## config.mk

```make
export PLATFORM = sky130hd
export DESIGN_NAME = mbe_ctrl
export DESIGN_NICKNAME = d
export VERILOG_FILES = /design/src/rtl/core/mbe_pkg.sv /design/src/rtl/core/mbe_ctrl.sv
export SDC_FILE = /design/constraint.sdc
export NUM_CORES = 1
export LEC_CHECK = 0
export ABC_AREA = 1
export BUFFER_PORTS_ARGS = -buffer_cell sky130_fd_sc_hd__buf_2
export CAP_MARGIN = 20
export CELL_PAD_IN_SITES_DETAIL_PLACEMENT = 1
export CELL_PAD_IN_SITES_GLOBAL_PLACEMENT = 1
export CORE_AREA = 5 5 42 44
export CTS_BUF_LIST = sky130_fd_sc_hd__clkbuf_8 sky130_fd_sc_hd__clkbuf_16
export DETAILED_ROUTE_END_ITERATION = 10
export DIE_AREA = 0 0 47 49
export PLACE_DENSITY = 0.65
export SLEW_MARGIN = 20
export SYNTH_ARGS = -nofsm -noshare
export SYNTH_HDL_FRONTEND = slang
export SYNTH_SLANG_ARGS = --single-unit
export TNS_END_PERCENT = 1
```

## constraint.sdc

```tcl
create_clock -name clk_i -period 2.4 [get_ports clk_i]
set_input_delay 0.48 -clock clk_i [delete_from_list [all_inputs] [get_ports clk_i]]
set_output_delay 0.48 -clock clk_i [all_outputs]
set_load 0.1 [all_outputs]
```

## src/rtl/core/mbe_pkg.sv

```systemverilog
// ----------------------------------------------------------------------------
// mbe_pkg
// Shared types and constants for the Mandelbrot escape-time engine.
// ----------------------------------------------------------------------------
package mbe_pkg;

  // Payload widths
  localparam int unsigned IndexWidth = 10;
  localparam int unsigned FixWidth   = 32;
  localparam int unsigned StepWidth  = 31;
  localparam int unsigned IterWidth  = 16;

  // Configuration port
  localparam int unsigned CfgIdxWidth  = 3;
  localparam int unsigned CfgDataWidth = 32;

  localparam logic [CfgIdxWidth-1:0] CfgOriginReal = 3'd0;
  localparam logic [CfgIdxWidth-1:0] CfgOriginImag = 3'd1;
  localparam logic [CfgIdxWidth-1:0] CfgStepReal   = 3'd2;
  localparam logic [CfgIdxWidth-1:0] CfgStepImag   = 3'd3;
  localparam logic [CfgIdxWidth-1:0] CfgIterLimit  = 3'd4;

  // Register reset values (Q4.28)
  localparam logic signed [FixWidth-1:0] OriginRealRst = -32'sd402653184;  // -1.5
  localparam logic signed [FixWidth-1:0] OriginImagRst = -32'sd268435456;  // -1.0
  localparam logic [StepWidth-1:0]       StepRealRst   = 31'd9320676;
  localparam logic [StepWidth-1:0]       StepImagRst   = 31'd17895697;
  localparam logic [IterWidth-1:0]       IterLimitRst  = 16'd255;

  // Default parameter values
  localparam int unsigned ColumnCountDef = 1024;
  localparam int unsigned RowCountDef    = 1024;
  localparam int unsigned FracBitsDef    = 28;

  // Controller -> datapath commands
  typedef struct packed {
    logic load_pix;  // latch clamped pixel indices
    logic init_c;    // form c, clear z and count
    logic mul;       // register the three squared/cross products
    logic upd;       // z <= z^2 + c, count + 1
    logic out_load;  // load the result register
  } mbe_cmd_t;

  // Datapath -> controller status
  typedef struct packed {
    logic escaped;   // |z|^2 >= 4 for the current z
    logic at_limit;  // count equals the iteration limit
  } mbe_status_t;

endpackage

```

## src/rtl/core/mbe_ctrl.sv

```systemverilog
// ----------------------------------------------------------------------------
// mbe_ctrl
// Sequencer: pixel intake, c setup, multiply/update loop, result handoff.
// ----------------------------------------------------------------------------
module mbe_ctrl (
  input  logic                 clk_i,
  input  logic                 rst_ni,
  input  logic                 pix_valid_i,
  output logic                 pix_ready_o,
  output logic                 res_valid_o,
  input  logic                 res_ready_i,
  input  mbe_pkg::mbe_status_t status_i,
  output mbe_pkg::mbe_cmd_t    cmd_o
);

  typedef enum logic [3:0] {
    StIdle  = 4'b0001,
    StCinit = 4'b0010,
    StMul   = 4'b0100,
    StUpd   = 4'b1000
  } mbe_state_e;

  mbe_state_e state_q, state_d;
  logic       res_valid_q, res_valid_d;
  logic       slot_free;
  logic       finish;

  assign slot_free = !res_valid_q || res_ready_i;
  assign finish    = status_i.escaped || status_i.at_limit;

  always_comb begin
    state_d = state_q;
    cmd_o   = '0;
    unique case (state_q)
      StIdle: begin
        if (pix_valid_i) begin
          cmd_o.load_pix = 1'b1;
          state_d        = StCinit;
        end
      end
      StCinit: begin
        cmd_o.init_c = 1'b1;
        state_d      = StMul;
      end
      StMul: begin
        cmd_o.mul = 1'b1;
        state_d   = StUpd;
      end
      StUpd: begin
        if (finish) begin
          // hold here until the result register can take the transaction
          if (slot_free) begin
            cmd_o.out_load = 1'b1;
            state_d        = StIdle;
          end
        end else begin
          cmd_o.upd = 1'b1;
          state_d   = StMul;
        end
      end
      default: state_d = StIdle;
    endcase
  end

  always_comb begin
    res_valid_d = res_valid_q;
    if (res_valid_q && res_ready_i) res_valid_d = 1'b0;
    if (cmd_o.out_load)             res_valid_d = 1'b1;
  end

  always_ff @(posedge clk_i or negedge rst_ni) begin
    if (!rst_ni) begin
      state_q     <= StIdle;
      res_valid_q <= 1'b0;
    end else begin
      state_q     <= state_d;
      res_valid_q <= res_valid_d;
    end
  end

  assign pix_ready_o = (state_q == StIdle);
  assign res_valid_o = res_valid_q;

endmodule

```

==> qor.txt <==
Post-DR wirelength/cell = 10.3 um
CTS Buffer Depth = 2
Lkg Pwr = 0.000257 uW
Register area share after synthesis = 0.414
Largest net degree at the start of global routing = 6
Final hold vios = 0
Setup Skew = 0.00229 ns
Compound-Gate Fraction of Synth Area = 0.0328
CP cell instances = nor2_2 -> nand3_2 -> nor2_1 -> buf_2
Critical Path AT = 1.52 ns
Area of the core region = 0.00140 sq mm
DRT Pass-1 Iters = 2
Required @ worst endpoint = 1.92 ns
Mapped Area = 305 sq um
Ports = 13
Crit-path slowest cell = buf_2
FMAX = 499 MHz
Num CTS Buffers = 3
GRT overflow = 0
Initial Util = 0.218
Nets@finish = 64
R2r setup slk = 1.30 ns
Post-DRT Antenna Nets = 0
Post-CTS Hold Buffers = 0
Postcts setup bufs = 0
Crit end category = output port
Yosys warnings = 0
Final Critical Period = 2.00 ns
Mapped Avg Cell Area = 7.10 sq um
Via count = 306
Post-synthesis mux area share = 0
# diodes = 0
Reg clk slew, reported paths = 0.04 ns
Dpl cells = 69
HP Class = in2async
Later-pin clock latency in the skew report = 0.23 ns
Die width = 47 um
RSZ-0062 raised after global routing = no
Gpl congestion = 0.708
Fin Setup TNS = 0 ns
Root Buffer = clkbuf_8
Layout area overhead = 36.9%
# port buffers = 12
Drt drc = 0
Slew of the pin with the lowest slew margin = 0.487 ns
Post-Syn Instances = 43
Drt via density = 4.19
Non-Filler Instances = 73
Critical path peak fanout = 5
Xor and xnor area share after synthesis = 0
Final setup fails = 0
First-pass GRT wire length = 1260 um
Max-Cap Viols = 0
Maximum vdd drop = 0.000558 V
H-tree lvl count = 1
CTS tree = yes
Detail Placement HPWL = 633 um
Initial antenna violation count = 0
Simple-gate area share of the yosys netlist = 0.393
CTS resizes = 0
Max-slew headroom = 0.678
Status = complete, no violations
Tcrit/Tclk final = 0.835
Die ar. = 0.00230 sq mm
First-iteration detailed-routing DRC count = 2
Via count of the first global-routing pass = 296
CP Launch Type = flip-flop
Post-synthesis sequential element count = 5
Max-slew violation count = 0
TritonCTS Sinks = 5
GRT Overall Usage = 0.0792
Largest family of logic cells by synthesized area = simple AND/OR/NAND/NOR gates
Critical path class = reg2out
Crit path largest cell delay = 0.43 ns
Power Dens Cells = 1570 mW/mm^2
Synth Area in Adders = 0
Synth area leader = dfrtp_1
Mapped Nets = 49
Share of layout cells above drive strength 1 = 0.421
Post-synthesis cell type count = 13
Share of Yosys cell area claimed by the top area cell type = 0.328
Detailed Route WL = 751 um
Synth top area cells = dfrtp_1, nor2_1, inv_1, dfstp_2, nand2_1
Die height = 49 um
Rows = 14
==> worst max-delay path, delay by kind of cell, from the launching register on <==
kind          cells  cell delay, ns
simple gates      3            0.47
buf+inv           1            0.43
flops             1            0.40
==> registers in the layout (all words and copies together), names as in the netlist <==
register and flops:
res_valid_o 1, state_q 4
==> cells in the final DEF (no fill, tap or decap) <==
cell	n
buf_2	12
clkbuf_8	3
o21ai_1	1
o21ai_0	1
nor2_1	10
dfstp_2	1
nand3_2	1
nand2_2	2
nand3_1	2
nand2_1	5
or2_4	1
inv_1	10
dfrtp_1	4
nor2_2	4
==> logic make-up (layout without fill, tap and decap cells) <==
family | Yosys count | after routing
simple gates | 25 | 25
buf+inv | 11 | 25
flops | 5 | 5
compound gates | 2 | 2
==> final cells by class <==
| type | instances | area, sq um |
|---|---|---|
| flip-flops and latches | 5 | 126 |
| fillers | 191 | 983 |
| repair buffers | 12 | 60.1 |
| clock buffers | 3 | 41.3 |
| multi-input cells | 27 | 133 |
| clock inverters | 1 | 3.75 |
| well taps | 16 | 20.0 |
| inverters | 9 | 33.8 |
==> routing by layer <==
layer / GRT usage / part of all wire
met5: 0 / 0
met4: 0.0691 / 0.027
met1: 0.0956 / 0.43
met3: 0.0332 / 0.041
met2: 0.102 / 0.50
==> power breakdown <==
part	total (uW)	internal, uW	switching (uW)	leakage [uW]
clock network	154	110	44.3	0.0000269
logic	368	65.5	303	0.000165
registers	134	114	19.9	0.0000651
total	657	290	367	0.000257
==> Yosys cell counts <==
cell      n
nor2_1   11
inv_1     9
nand2_1   5
dfrtp_1   4
nor2_2    3
buf_4     2
nand2_2   2
nand3_1   2
dfstp_2   1
nand3_2   1
o21ai_0   1
o21ai_1   1
or2_4     1
==> through the flow <==
step	util	total power [uW]	worst slack (ns)	hold slack, ns	area, sq um
after floorplan	-	452	-0.0742	0.184	308
after global routing	0.298	691	0.301	0.0607	418
after detailed placement	0.266	507	0.566	0.299	373
final	0.298	657	0.395	0.0592	418
after CTS	0.298	663	0.390	0.0625	418
after global placement	0.266	501	0.586	0.294	373
==> final timing paths <==
path / from / to / cells after the start
max: state_q[1]$_DFFE_PN0P_ / cmd_o[0] / 4
min: rst_ni / state_q[2]$_DFFE_PN0P_ / 1
max reg2reg: state_q[0]$_DFFE_PN1P_ / state_q[0]$_DFFE_PN1P_ / 7
min reg2reg: state_q[3]$_DFFE_PN0P_ / state_q[1]$_DFFE_PN0P_ / 3
max in group asynchronous: rst_ni / state_q[0]$_DFFE_PN1P_ / 1
min in group clk_i: pix_valid_i / state_q[1]$_DFFE_PN0P_ / 3
Note: power is estimated with default switching activity, not from simulation.
